[src/nrf_pkg.sv]
// ---------------------------------------------------------------------------
// nrf_pkg
// shared constants and types of the near run finder
// ---------------------------------------------------------------------------
package nrf_pkg;

    localparam int MAX_SCAN_DEF  = 2048;
    localparam int BEAM_BITS_DEF = 12;

    localparam int RANGE_W       = 16;
    localparam int THRESH_W      = 16;
    localparam int ANGLE_START_W = 19;
    localparam int ANGLE_STEP_W  = 16;
    localparam int MIN_RUN_W     = 12;
    localparam int ANGLE_W       = 32;
    // wide enough for start + step * beam at the largest beam width, plus sign
    localparam int SUM_W         = 34;

    localparam int APB_DATA_W = 32;
    localparam int APB_ADDR_W = 4;

    localparam logic [THRESH_W-1:0]             THRESH_RST      = 16'd2000;
    localparam logic signed [ANGLE_START_W-1:0] ANGLE_START_RST = -19'sd205887;
    localparam logic [ANGLE_STEP_W-1:0]         ANGLE_STEP_RST  = 16'd412;
    localparam logic [MIN_RUN_W-1:0]            MIN_RUN_RST     = 12'd22;

    typedef enum logic [1:0] {
        REG_NEAR_THRESHOLD,
        REG_ANGLE_START,
        REG_ANGLE_STEP,
        REG_MIN_RUN_POINTS
    } cfg_reg_t;

    typedef struct packed {
        logic [THRESH_W-1:0]             near_threshold_mm;
        logic signed [ANGLE_START_W-1:0] angle_start;
        logic [ANGLE_STEP_W-1:0]         angle_step;
        logic [MIN_RUN_W-1:0]            min_run_points;
    } cfg_t;

endpackage

[src/nrf_cfg_regs.sv]
// ---------------------------------------------------------------------------
// nrf_cfg_regs
// apb register file: threshold, angle start, angle step, minimum run length
// ---------------------------------------------------------------------------
module nrf_cfg_regs (
    input  logic                           clk,
    input  logic                           rst_n,
    input  logic                           psel,
    input  logic                           penable,
    input  logic                           pwrite,
    input  logic [nrf_pkg::APB_ADDR_W-1:0] paddr,
    input  logic [nrf_pkg::APB_DATA_W-1:0] pwdata,
    output logic [nrf_pkg::APB_DATA_W-1:0] prdata,
    output logic                           pready,
    output nrf_pkg::cfg_t                  cfg
);

    nrf_pkg::cfg_t     cfg_reg;
    nrf_pkg::cfg_reg_t sel;
    logic              wr_en;

    assign sel    = nrf_pkg::cfg_reg_t'(paddr[3:2]);
    assign wr_en  = psel && penable && pwrite;
    assign pready = 1'b1;
    assign cfg    = cfg_reg;

    always_ff @(posedge clk or negedge rst_n)
    begin
        if (!rst_n)
        begin
            cfg_reg.near_threshold_mm <= nrf_pkg::THRESH_RST;
            cfg_reg.angle_start       <= nrf_pkg::ANGLE_START_RST;
            cfg_reg.angle_step        <= nrf_pkg::ANGLE_STEP_RST;
            cfg_reg.min_run_points    <= nrf_pkg::MIN_RUN_RST;
        end
        else if (wr_en)
        begin
            case (sel)
                nrf_pkg::REG_NEAR_THRESHOLD:
                    cfg_reg.near_threshold_mm <= pwdata[nrf_pkg::THRESH_W-1:0];
                nrf_pkg::REG_ANGLE_START:
                    cfg_reg.angle_start <= $signed(pwdata[nrf_pkg::ANGLE_START_W-1:0]);
                nrf_pkg::REG_ANGLE_STEP:
                    cfg_reg.angle_step <= pwdata[nrf_pkg::ANGLE_STEP_W-1:0];
                nrf_pkg::REG_MIN_RUN_POINTS:
                    cfg_reg.min_run_points <= pwdata[nrf_pkg::MIN_RUN_W-1:0];
                default:
                    cfg_reg.min_run_points <= cfg_reg.min_run_points;
            endcase
        end
    end

    always_comb
    begin
        case (sel)
            nrf_pkg::REG_NEAR_THRESHOLD:
                prdata = nrf_pkg::APB_DATA_W'(cfg_reg.near_threshold_mm);
            nrf_pkg::REG_ANGLE_START:
                prdata = nrf_pkg::APB_DATA_W'(cfg_reg.angle_start);
            nrf_pkg::REG_ANGLE_STEP:
                prdata = nrf_pkg::APB_DATA_W'(cfg_reg.angle_step);
            nrf_pkg::REG_MIN_RUN_POINTS:
                prdata = nrf_pkg::APB_DATA_W'(cfg_reg.min_run_points);
            default:
                prdata = '0;
        endcase
    end

endmodule

[src/nrf_run_tracker.sv]
// ---------------------------------------------------------------------------
// nrf_run_tracker
// per-sample run bookkeeping; closes the scan and registers the chosen run
// ---------------------------------------------------------------------------
module nrf_run_tracker #(
    parameter int MAX_SCAN  = nrf_pkg::MAX_SCAN_DEF,
    parameter int BEAM_BITS = nrf_pkg::BEAM_BITS_DEF,
    localparam int POS_W    = $clog2(MAX_SCAN),
    localparam int CNT_W    = $clog2(MAX_SCAN + 1)
) (
    input  logic                 clk,
    input  logic                 rst_n,
    input  logic                 fire,
    input  logic                 near,
    input  logic [BEAM_BITS-1:0] beam,
    input  logic                 scan_end,
    output logic                 last,
    output logic [CNT_W-1:0]     res_count,
    output logic [POS_W-1:0]     res_first_pos,
    output logic [POS_W-1:0]     res_last_pos,
    output logic [BEAM_BITS-1:0] res_first_beam,
    output logic [BEAM_BITS-1:0] res_last_beam
);

    logic [POS_W-1:0]     pos_reg;
    logic                 far_seen_reg,         far_seen_next;
    logic [CNT_W-1:0]     prefix_len_reg,       prefix_len_next;
    logic [BEAM_BITS-1:0] prefix_last_beam_reg, prefix_last_beam_next;
    logic [CNT_W-1:0]     cur_len_reg,          cur_len_next;
    logic [POS_W-1:0]     cur_first_pos_reg,    cur_first_pos_next;
    logic [BEAM_BITS-1:0] cur_first_beam_reg,   cur_first_beam_next;
    logic [CNT_W-1:0]     best_len_reg,         best_len_next;
    logic [POS_W-1:0]     best_first_pos_reg,   best_first_pos_next;
    logic [POS_W-1:0]     best_last_pos_reg,    best_last_pos_next;
    logic [BEAM_BITS-1:0] best_first_beam_reg,  best_first_beam_next;
    logic [BEAM_BITS-1:0] best_last_beam_reg,   best_last_beam_next;
    logic [BEAM_BITS-1:0] first_beam_reg,       first_beam_next;

    logic [CNT_W-1:0]     res_count_reg,      res_count_next;
    logic [POS_W-1:0]     res_first_pos_reg,  res_first_pos_next;
    logic [POS_W-1:0]     res_last_pos_reg,   res_last_pos_next;
    logic [BEAM_BITS-1:0] res_first_beam_reg, res_first_beam_next;
    logic [BEAM_BITS-1:0] res_last_beam_reg,  res_last_beam_next;

    logic [CNT_W:0]       total;

    assign last = scan_end || (pos_reg == POS_W'(MAX_SCAN - 1));

    always_comb
    begin
        far_seen_next         = far_seen_reg;
        prefix_len_next       = prefix_len_reg;
        prefix_last_beam_next = prefix_last_beam_reg;
        cur_len_next          = cur_len_reg;
        cur_first_pos_next    = cur_first_pos_reg;
        cur_first_beam_next   = cur_first_beam_reg;
        best_len_next         = best_len_reg;
        best_first_pos_next   = best_first_pos_reg;
        best_last_pos_next    = best_last_pos_reg;
        best_first_beam_next  = best_first_beam_reg;
        best_last_beam_next   = best_last_beam_reg;
        first_beam_next       = (pos_reg == '0) ? beam : first_beam_reg;

        if (!far_seen_reg)
        begin
            if (near)
            begin
                prefix_len_next       = prefix_len_reg + 1'b1;
                prefix_last_beam_next = beam;
            end
            else
            begin
                far_seen_next = 1'b1;
            end
        end
        else if (near)
        begin
            if (cur_len_reg == '0)
            begin
                cur_first_pos_next  = pos_reg;
                cur_first_beam_next = beam;
            end
            cur_len_next = cur_len_reg + 1'b1;
            // strictly longer only, so ties keep the earlier run
            if (cur_len_next > best_len_reg)
            begin
                best_len_next        = cur_len_next;
                best_first_pos_next  = cur_first_pos_next;
                best_last_pos_next   = pos_reg;
                best_first_beam_next = cur_first_beam_next;
                best_last_beam_next  = beam;
            end
        end
        else
        begin
            cur_len_next = '0;
        end

        // closing the circle: tail run joined with the run at the scan start
        total = (CNT_W+1)'(cur_len_next) + (CNT_W+1)'(prefix_len_next);

        if (!far_seen_next)
        begin
            // every sample near: the whole scan
            res_count_next      = prefix_len_next;
            res_first_pos_next  = '0;
            res_last_pos_next   = pos_reg;
            res_first_beam_next = first_beam_next;
            res_last_beam_next  = beam;
        end
        else if (total > (CNT_W+1)'(best_len_next))
        begin
            res_count_next      = total[CNT_W-1:0];
            res_first_pos_next  = (cur_len_next != '0) ? cur_first_pos_next : '0;
            res_first_beam_next = (cur_len_next != '0) ? cur_first_beam_next
                                                       : first_beam_next;
            res_last_pos_next   = (prefix_len_next != '0)
                                  ? POS_W'(prefix_len_next - 1'b1) : pos_reg;
            res_last_beam_next  = (prefix_len_next != '0) ? prefix_last_beam_next : beam;
        end
        else
        begin
            res_count_next      = best_len_next;
            res_first_pos_next  = best_first_pos_next;
            res_last_pos_next   = best_last_pos_next;
            res_first_beam_next = best_first_beam_next;
            res_last_beam_next  = best_last_beam_next;
        end

        if (res_count_next == '0)
        begin
            res_first_pos_next = '0;
            res_last_pos_next  = '0;
        end
    end

    always_ff @(posedge clk or negedge rst_n)
    begin
        if (!rst_n)
        begin
            pos_reg              <= '0;
            far_seen_reg         <= 1'b0;
            prefix_len_reg       <= '0;
            prefix_last_beam_reg <= '0;
            cur_len_reg          <= '0;
            cur_first_pos_reg    <= '0;
            cur_first_beam_reg   <= '0;
            best_len_reg         <= '0;
            best_first_pos_reg   <= '0;
            best_last_pos_reg    <= '0;
            best_first_beam_reg  <= '0;
            best_last_beam_reg   <= '0;
            first_beam_reg       <= '0;
        end
        else if (fire)
        begin
            if (last)
            begin
                pos_reg              <= '0;
                far_seen_reg         <= 1'b0;
                prefix_len_reg       <= '0;
                prefix_last_beam_reg <= '0;
                cur_len_reg          <= '0;
                cur_first_pos_reg    <= '0;
                cur_first_beam_reg   <= '0;
                best_len_reg         <= '0;
                best_first_pos_reg   <= '0;
                best_last_pos_reg    <= '0;
                best_first_beam_reg  <= '0;
                best_last_beam_reg   <= '0;
                first_beam_reg       <= '0;
            end
            else
            begin
                pos_reg              <= pos_reg + 1'b1;
                far_seen_reg         <= far_seen_next;
                prefix_len_reg       <= prefix_len_next;
                prefix_last_beam_reg <= prefix_last_beam_next;
                cur_len_reg          <= cur_len_next;
                cur_first_pos_reg    <= cur_first_pos_next;
                cur_first_beam_reg   <= cur_first_beam_next;
                best_len_reg         <= best_len_next;
                best_first_pos_reg   <= best_first_pos_next;
                best_last_pos_reg    <= best_last_pos_next;
                best_first_beam_reg  <= best_first_beam_next;
                best_last_beam_reg   <= best_last_beam_next;
                first_beam_reg       <= first_beam_next;
            end
        end
    end

    always_ff @(posedge clk)
    begin
        if (fire && last)
        begin
            res_count_reg      <= res_count_next;
            res_first_pos_reg  <= res_first_pos_next;
            res_last_pos_reg   <= res_last_pos_next;
            res_first_beam_reg <= res_first_beam_next;
            res_last_beam_reg  <= res_last_beam_next;
        end
    end

    assign res_count      = res_count_reg;
    assign res_first_pos  = res_first_pos_reg;
    assign res_last_pos   = res_last_pos_reg;
    assign res_first_beam = res_first_beam_reg;
    assign res_last_beam  = res_last_beam_reg;

    a_scan_restart: assert property (@(posedge clk) disable iff (!rst_n)
        fire && last |=> pos_reg == '0 && best_len_reg == '0)
        else $error("scan state not cleared after closing item");

    a_no_run_before_far: assert property (@(posedge clk) disable iff (!rst_n)
        !far_seen_reg |-> cur_len_reg == '0 && best_len_reg == '0)
        else $error("run counted before the first far sample");

    a_best_bounds_cur: assert property (@(posedge clk) disable iff (!rst_n)
        far_seen_reg |-> best_len_reg >= cur_len_reg)
        else $error("best run shorter than the run in progress");

endmodule

[src/nrf_angle_unit.sv]
// ---------------------------------------------------------------------------
// nrf_angle_unit
// beam angle: step * beam registered, then start added and saturated to 32 bits
// ---------------------------------------------------------------------------
module nrf_angle_unit #(
    parameter int BEAM_BITS = nrf_pkg::BEAM_BITS_DEF
) (
    input  logic                                     clk,
    input  logic                                     load_prod,
    input  logic                                     load_out,
    input  logic                                     clear,
    input  logic [BEAM_BITS-1:0]                     beam,
    input  logic [nrf_pkg::ANGLE_STEP_W-1:0]         angle_step,
    input  logic signed [nrf_pkg::ANGLE_START_W-1:0] angle_start,
    output logic signed [nrf_pkg::ANGLE_W-1:0]       angle
);

    localparam int PROD_W = nrf_pkg::ANGLE_STEP_W + BEAM_BITS;
    localparam int SUM_W  = nrf_pkg::SUM_W;
    localparam int AW     = nrf_pkg::ANGLE_W;

    localparam logic signed [SUM_W-1:0] SAT_MAX = {{(SUM_W-AW+1){1'b0}}, {(AW-1){1'b1}}};
    localparam logic signed [SUM_W-1:0] SAT_MIN = {{(SUM_W-AW+1){1'b1}}, {(AW-1){1'b0}}};

    logic [PROD_W-1:0]        prod_reg;
    logic signed [SUM_W-1:0]  sum;
    logic signed [AW-1:0]     angle_reg, angle_next;

    assign sum = SUM_W'(angle_start) + $signed(SUM_W'(prod_reg));

    always_comb
    begin
        if (clear)
            angle_next = '0;
        else if (sum > SAT_MAX)
            angle_next = SAT_MAX[AW-1:0];
        else if (sum < SAT_MIN)
            angle_next = SAT_MIN[AW-1:0];
        else
            angle_next = sum[AW-1:0];
    end

    always_ff @(posedge clk)
    begin
        if (load_prod)
            prod_reg <= PROD_W'(angle_step) * PROD_W'(beam);
        if (load_out)
            angle_reg <= angle_next;
    end

    assign angle = angle_reg;

endmodule

[src/near_run_finder.sv]
// ---------------------------------------------------------------------------
// near_run_finder
// longest circular run of near lidar samples per scan, with its end angles
// ---------------------------------------------------------------------------
//  port group        | dir  | handshake                  | carries
//  sample_*          | in   | sample_valid/sample_stall  | range_mm, beam_index, scan_end
//  result_*          | out  | result_valid/result_stall  | run positions, count, angles, flag
//  apb               | in   | psel/penable/pready        | four config registers
//
//  one sample per cycle unless sample_stall is high; a scan's closing item passes the
//  input reg, then tracker result reg, product reg and output reg to give its result
//  the run tracker updates once per sample; the angle multiply has its own stage
//  no clearing pass: the block takes items right after reset
//  stalls ripple back stage by stage, an empty stage always takes new data
// ---------------------------------------------------------------------------
module near_run_finder #(
    parameter int MAX_SCAN  = nrf_pkg::MAX_SCAN_DEF,
    parameter int BEAM_BITS = nrf_pkg::BEAM_BITS_DEF,
    localparam int POS_W    = $clog2(MAX_SCAN),
    localparam int CNT_W    = $clog2(MAX_SCAN + 1)
) (
    input  logic                              clk,
    input  logic                              rst_n,

    input  logic                              sample_valid,
    output logic                              sample_stall,
    input  logic [nrf_pkg::RANGE_W-1:0]       range_mm,
    input  logic [BEAM_BITS-1:0]              beam_index,
    input  logic                              scan_end,

    output logic                              result_valid,
    input  logic                              result_stall,
    output logic [POS_W-1:0]                  run_first_pos,
    output logic [POS_W-1:0]                  run_last_pos,
    output logic [CNT_W-1:0]                  run_count,
    output logic signed [nrf_pkg::ANGLE_W-1:0] first_angle,
    output logic signed [nrf_pkg::ANGLE_W-1:0] last_angle,
    output logic                              enough_points,

    input  logic                              psel,
    input  logic                              penable,
    input  logic                              pwrite,
    input  logic [nrf_pkg::APB_ADDR_W-1:0]    paddr,
    input  logic [nrf_pkg::APB_DATA_W-1:0]    pwdata,
    output logic [nrf_pkg::APB_DATA_W-1:0]    prdata,
    output logic                              pready
);

    localparam int CMP_W = (CNT_W > nrf_pkg::MIN_RUN_W) ? CNT_W : nrf_pkg::MIN_RUN_W;

    nrf_pkg::cfg_t cfg;

    logic                 v0_reg, v1_reg, v2_reg, v3_reg;
    logic                 near0_reg;
    logic [BEAM_BITS-1:0] beam0_reg;
    logic                 end0_reg;
    logic                 rdy0, rdy1, rdy2, rdy3;
    logic                 fire0, last0;

    logic [CNT_W-1:0]     t_count;
    logic [POS_W-1:0]     t_first_pos, t_last_pos;
    logic [BEAM_BITS-1:0] t_first_beam, t_last_beam;

    logic [CNT_W-1:0]     count2_reg;
    logic [POS_W-1:0]     first_pos2_reg, last_pos2_reg;

    logic [CNT_W-1:0]     run_count_reg;
    logic [POS_W-1:0]     run_first_pos_reg, run_last_pos_reg;
    logic                 enough_points_reg;

    nrf_cfg_regs u_cfg (
        .clk     (clk),
        .rst_n   (rst_n),
        .psel    (psel),
        .penable (penable),
        .pwrite  (pwrite),
        .paddr   (paddr),
        .pwdata  (pwdata),
        .prdata  (prdata),
        .pready  (pready),
        .cfg     (cfg)
    );

    // ready chain, output side first
    assign rdy3  = !v3_reg || !result_stall;
    assign rdy2  = !v2_reg || rdy3;
    assign rdy1  = !v1_reg || rdy2;
    // a non-closing item never waits for the result side
    assign fire0 = v0_reg && (!last0 || rdy1);
    assign rdy0  = !v0_reg || fire0;
    assign sample_stall = !rdy0;

    always_ff @(posedge clk or negedge rst_n)
    begin
        if (!rst_n)
        begin
            v0_reg <= 1'b0;
            v1_reg <= 1'b0;
            v2_reg <= 1'b0;
            v3_reg <= 1'b0;
        end
        else
        begin
            if (rdy0)
                v0_reg <= sample_valid;
            if (rdy1)
                v1_reg <= fire0 && last0;
            if (rdy2)
                v2_reg <= v1_reg;
            if (rdy3)
                v3_reg <= v2_reg;
        end
    end

    // input near compare; user keeps config stable while items are in flight, not enforced
    always_ff @(posedge clk)
    begin
        if (sample_valid && rdy0)
        begin
            near0_reg <= range_mm < cfg.near_threshold_mm;
            beam0_reg <= beam_index;
            end0_reg  <= scan_end;
        end
        if (v1_reg && rdy2)
        begin
            count2_reg     <= t_count;
            first_pos2_reg <= t_first_pos;
            last_pos2_reg  <= t_last_pos;
        end
        if (v2_reg && rdy3)
        begin
            run_count_reg     <= count2_reg;
            run_first_pos_reg <= first_pos2_reg;
            run_last_pos_reg  <= last_pos2_reg;
            enough_points_reg <= CMP_W'(count2_reg) >= CMP_W'(cfg.min_run_points);
        end
    end

    nrf_run_tracker #(
        .MAX_SCAN  (MAX_SCAN),
        .BEAM_BITS (BEAM_BITS)
    ) u_tracker (
        .clk            (clk),
        .rst_n          (rst_n),
        .fire           (fire0),
        .near           (near0_reg),
        .beam           (beam0_reg),
        .scan_end       (end0_reg),
        .last           (last0),
        .res_count      (t_count),
        .res_first_pos  (t_first_pos),
        .res_last_pos   (t_last_pos),
        .res_first_beam (t_first_beam),
        .res_last_beam  (t_last_beam)
    );

    nrf_angle_unit #(
        .BEAM_BITS (BEAM_BITS)
    ) u_first_angle (
        .clk         (clk),
        .load_prod   (v1_reg && rdy2),
        .load_out    (v2_reg && rdy3),
        .clear       (count2_reg == '0),
        .beam        (t_first_beam),
        .angle_step  (cfg.angle_step),
        .angle_start (cfg.angle_start),
        .angle       (first_angle)
    );

    nrf_angle_unit #(
        .BEAM_BITS (BEAM_BITS)
    ) u_last_angle (
        .clk         (clk),
        .load_prod   (v1_reg && rdy2),
        .load_out    (v2_reg && rdy3),
        .clear       (count2_reg == '0),
        .beam        (t_last_beam),
        .angle_step  (cfg.angle_step),
        .angle_start (cfg.angle_start),
        .angle       (last_angle)
    );

    assign result_valid  = v3_reg;
    assign run_count     = run_count_reg;
    assign run_first_pos = run_first_pos_reg;
    assign run_last_pos  = run_last_pos_reg;
    assign enough_points = enough_points_reg;

    a_empty_run_zero: assert property (@(posedge clk) disable iff (!rst_n)
        result_valid && run_count == '0 |->
            first_angle == '0 && last_angle == '0 &&
            run_first_pos == '0 && run_last_pos == '0)
        else $error("empty run reported with nonzero position or angle");

    a_stage1_holds: assert property (@(posedge clk) disable iff (!rst_n)
        v1_reg && !rdy2 |=> v1_reg && $stable(t_count) && $stable(t_first_beam))
        else $error("tracker result lost while downstream stalled");

    a_closing_needs_room: assert property (@(posedge clk) disable iff (!rst_n)
        v0_reg && last0 && v1_reg && !rdy2 |=> v0_reg)
        else $error("closing item taken with no room for its result");

endmodule

[config.mk]
export PLATFORM = sky130hd
export DESIGN_NAME = near_run_finder
export DESIGN_NICKNAME = d
export VERILOG_FILES = /design/src/nrf_pkg.sv /design/src/nrf_cfg_regs.sv /design/src/nrf_run_tracker.sv /design/src/nrf_angle_unit.sv /design/src/near_run_finder.sv
export SDC_FILE = /design/constraint.sdc
export NUM_CORES = 2
export LEC_CHECK = 0
export ABC_CLOCK_PERIOD_IN_PS = 16100
export BUFFER_PORTS_ARGS = -buffer_cell sky130_fd_sc_hd__buf_2
export CELL_PAD_IN_SITES_DETAIL_PLACEMENT = 1
export CELL_PAD_IN_SITES_GLOBAL_PLACEMENT = 1
export CORE_MARGIN = 4
export CORE_UTILIZATION = 30
export DETAILED_ROUTE_END_ITERATION = 7
export HOLD_SLACK_MARGIN = 0.1
export PLACE_DENSITY_LB_ADDON = 0.1
export SLEW_MARGIN = 20
export SYNTH_ARGS = -nofsm -noshare
export SYNTH_HDL_FRONTEND = slang
export SYNTH_SLANG_ARGS = --single-unit
[constraint.sdc]
create_clock -name clk -period 16.1 [get_ports clk]
set_clock_uncertainty 0.1 [all_clocks]
set_input_delay 3.22 -clock clk [delete_from_list [all_inputs] [get_ports clk]]
set_output_delay 3.22 -clock clk [all_outputs]
set_load 0.01 [all_outputs]
==> impl_metrics.yaml <==
clock_tree:
  numCtsBuffers: 58
  clkLatencyLatePin_ns: 0.67
  cts.path.max_buffers: 3
  cts-root-buf: "clkbuf_16"
  cts_resized: 0
  cts_max_level: 2
  cts_tree: "done"
  holdBufCountCts: 0
  clkTransAtPathRegs_ns: 0.07
  cts_setup_buffers: 0
  clock_sinks: 465
synthesis:
  synth_cell_types: 79
  synth_edf_count: 257
  ys_ff_latch: 465
  synth-main-ff-cell: "edfxtp_1"
  avgSynthCellArea_sq_um: 10.4
  synthCells: 3484
  synth_fp_nets: 4098
  syn_area_sq_um: 36100
  yosysSeqAreaShare: 0.359
  yosys_warnings: 0
  synthArstFlopShare: 0.447
timing:
  tightest_slew_ns: 1.05
  rsz0062_at_grt: "false"
  max_clock_freq_mhz: 118
  relSlewSlack: 0.302
  tns_ns: 0
  slew_viol_final: 0
  period_needed_ns: 8.49
  hold_viol_final: 0
  fin_crit_sh: 0.527
  setup_viol: 0
setup_path:
  end_kind: "flop"
  reg2reg_depth: 22
  crit_type: "reg -> reg"
  crit-reg2reg-capture: "u_tracker.res_last_pos[7]"
  critical_path_arrival_ns: 8.73
  cp-start-kind: "flop"
  timing.rr.start: "u_tracker.cur_len_reg[0]"
  ff2ff_setup_slack_ns: 7.61
  worstPathRequired_ns: 16.34
  crit_fanout: 74
worst_hold_path:
  whs_endpoint: "count2_reg[3]"
  hp-class: "reg -> reg"
  worstHoldPathCells: 0
  hold_path_startpoint: "u_tracker.res_count[3]"
routing:
  vias: 25600
  viasPerCell: 4.88
  avgRoutedWirePerCell_microns: 21.0
  ant_nets: 0
  drt_iter0_drc: 1086
  wl_mm: 110
  firstDrtPassIters: 4
  drc: 0
global_routing:
  grt_pass1_vias: 28000
  grt_first_pass_wirelength_mm: 172
  gr-total-overflow: 0
  grt_max_degree: 85
  antenna_found_initial: 1
  grt_usage: 0.175
floorplanning:
  coreArea_sq_um: 120000
  fp.dieW_microns: 355
  die_h_microns: 355
  rows: 127
  io_pins: 206
  die_area_sq_um: 126000
  initial_core_util: 0.302
placement:
  place_congestion: 0.782
  port_buffers: 189
  place_hpwl_mm: 81.6
final_layout:
  layout_commonest_cell: "inv_1"
  layout-drive-gt1-share: 0.136
  final_nets: 4188
  syn_to_final_growth_pct: 12.8
  antenna_cells: 0
  final_cell_mix: "inv_1 (383), nand2_1 (361), fa_1 (283)"
  largest_reg_flops: 63
flow_run:
  cap_viol_max_count: 0
status:
  status: "finished, final reports clean"
==> worst max-delay path, cell delays in order (launching register included) <==
cell,delay (ns)
dfrtp_1,0.47
ha_1,0.31
and4_1,0.27
nand3_1,0.11
xnor2_1,0.40
ha_1,0.22
nand4_1,0.10
or2_2,0.32
a21o_1,0.18
a31oi_4,0.69
buf_4,0.72
mux2i_1,0.58
ha_1,0.36
a21o_1,0.17
a211o_1,0.30
mux2_2,0.26
o31a_1,0.15
a211o_2,0.44
buf_4,0.40
mux2i_1,0.26
a31oi_1,0.14
a211oi_2,0.91
a22oi_1,0.30
==> per-stage QoR <==
| step | setup slack, ns | hold WS, ns | util | std cells | area, sq um |
|---|---|---|---|---|---|
| 2_1_floorplan | 5.23 | 0.300 | - | 3484 | 36100 |
| 3_3_place_gp | 7.49 | 0.303 | 0.323 | 5125 | 38600 |
| 3_5_place_dp | 7.47 | 0.305 | 0.323 | 5125 | 38600 |
| 4_1_cts | 7.47 | 0.308 | 0.340 | 5234 | 40700 |
| 5_1_grt | 7.02 | 0.322 | 0.340 | 5235 | 40700 |
| 6_report | 7.61 | 0.308 | 0.340 | 5235 | 40700 |
==> per-layer routing <==
| layer | routed length (microns) | vias up | global-route usage |
|---|---|---|---|
| li1 | - | 12100 | - |
| met5 | 0 | - | 0 |
| met3 | 2650 | 103 | 0.0169 |
| met2 | 52800 | 306 | 0.302 |
| met1 | 52200 | 13000 | 0.239 |
| met4 | 2180 | 0 | 0.0386 |
==> layout make-up <==
cell class	instances	area (sq um)
Clock buffer	64	1470
Clock inverter	45	596
Fill cell	13400	79000
Inverter	383	1440
Multi-Input combinational cell	2436	20900
Sequential cell	465	13000
Tap cell	1612	2020
Timing Repair Buffer	230	1280
==> cells in the mapped netlist, types with 91 or more instances <==
cell,instances,area [sq um]
dfrtp_1,184,4600
and2_1,161,1010
ha_1,259,3240
a22o_1,91,797
inv_1,383,1440
nand2_1,362,1360
a21oi_1,142,711
edfxtp_1,257,7720
fa_1,283,5670
nor2_1,185,694
o21ai_0,135,676
clkbuf_1,147,552
==> cell families (layout without fill, tap and decap cells) <==
| logic type | Yosys count | in the layout | share of synthesized area |
|---|---|---|---|
| xor+xnor | 121 | 121 | 0.0296 |
| fa+ha+maj | 542 | 542 | 0.247 |
| mux | 169 | 169 | 0.0541 |
| compound gates | 672 | 672 | 0.125 |
| flops | 465 | 465 | 0.359 |
| simple gates | 931 | 931 | 0.122 |
| buf+inv | 583 | 722 | 0.0637 |
| other cells | 1 | 1 | 0.000104 |
==> how the worst max path moves through the flow <==
| stage | start | endpoint | slack (ns) | cells after the start |
|---|---|---|---|---|
| finish | u_tracker.cur_len_reg[0] | u_tracker.res_last_pos[7] | 7.61 | 22 |
| global route | u_tracker.cur_len_reg[0] | u_tracker.res_last_pos[7] | 7.02 | 22 |
| CTS | u_tracker.cur_len_reg[0] | u_tracker.res_last_pos[7] | 7.47 | 22 |
| detailed placement | u_tracker.cur_len_reg[0] | u_tracker.res_last_pos[7] | 7.47 | 22 |
| global placement | u_tracker.cur_len_reg[0] | u_tracker.res_last_pos[7] | 7.49 | 22 |
| floorplan | result_stall | enough_points | 5.23 | 1 |
Power is not shown: default switching activity piles up to over one toggle a cycle in this logic, so the estimate is an artifact.
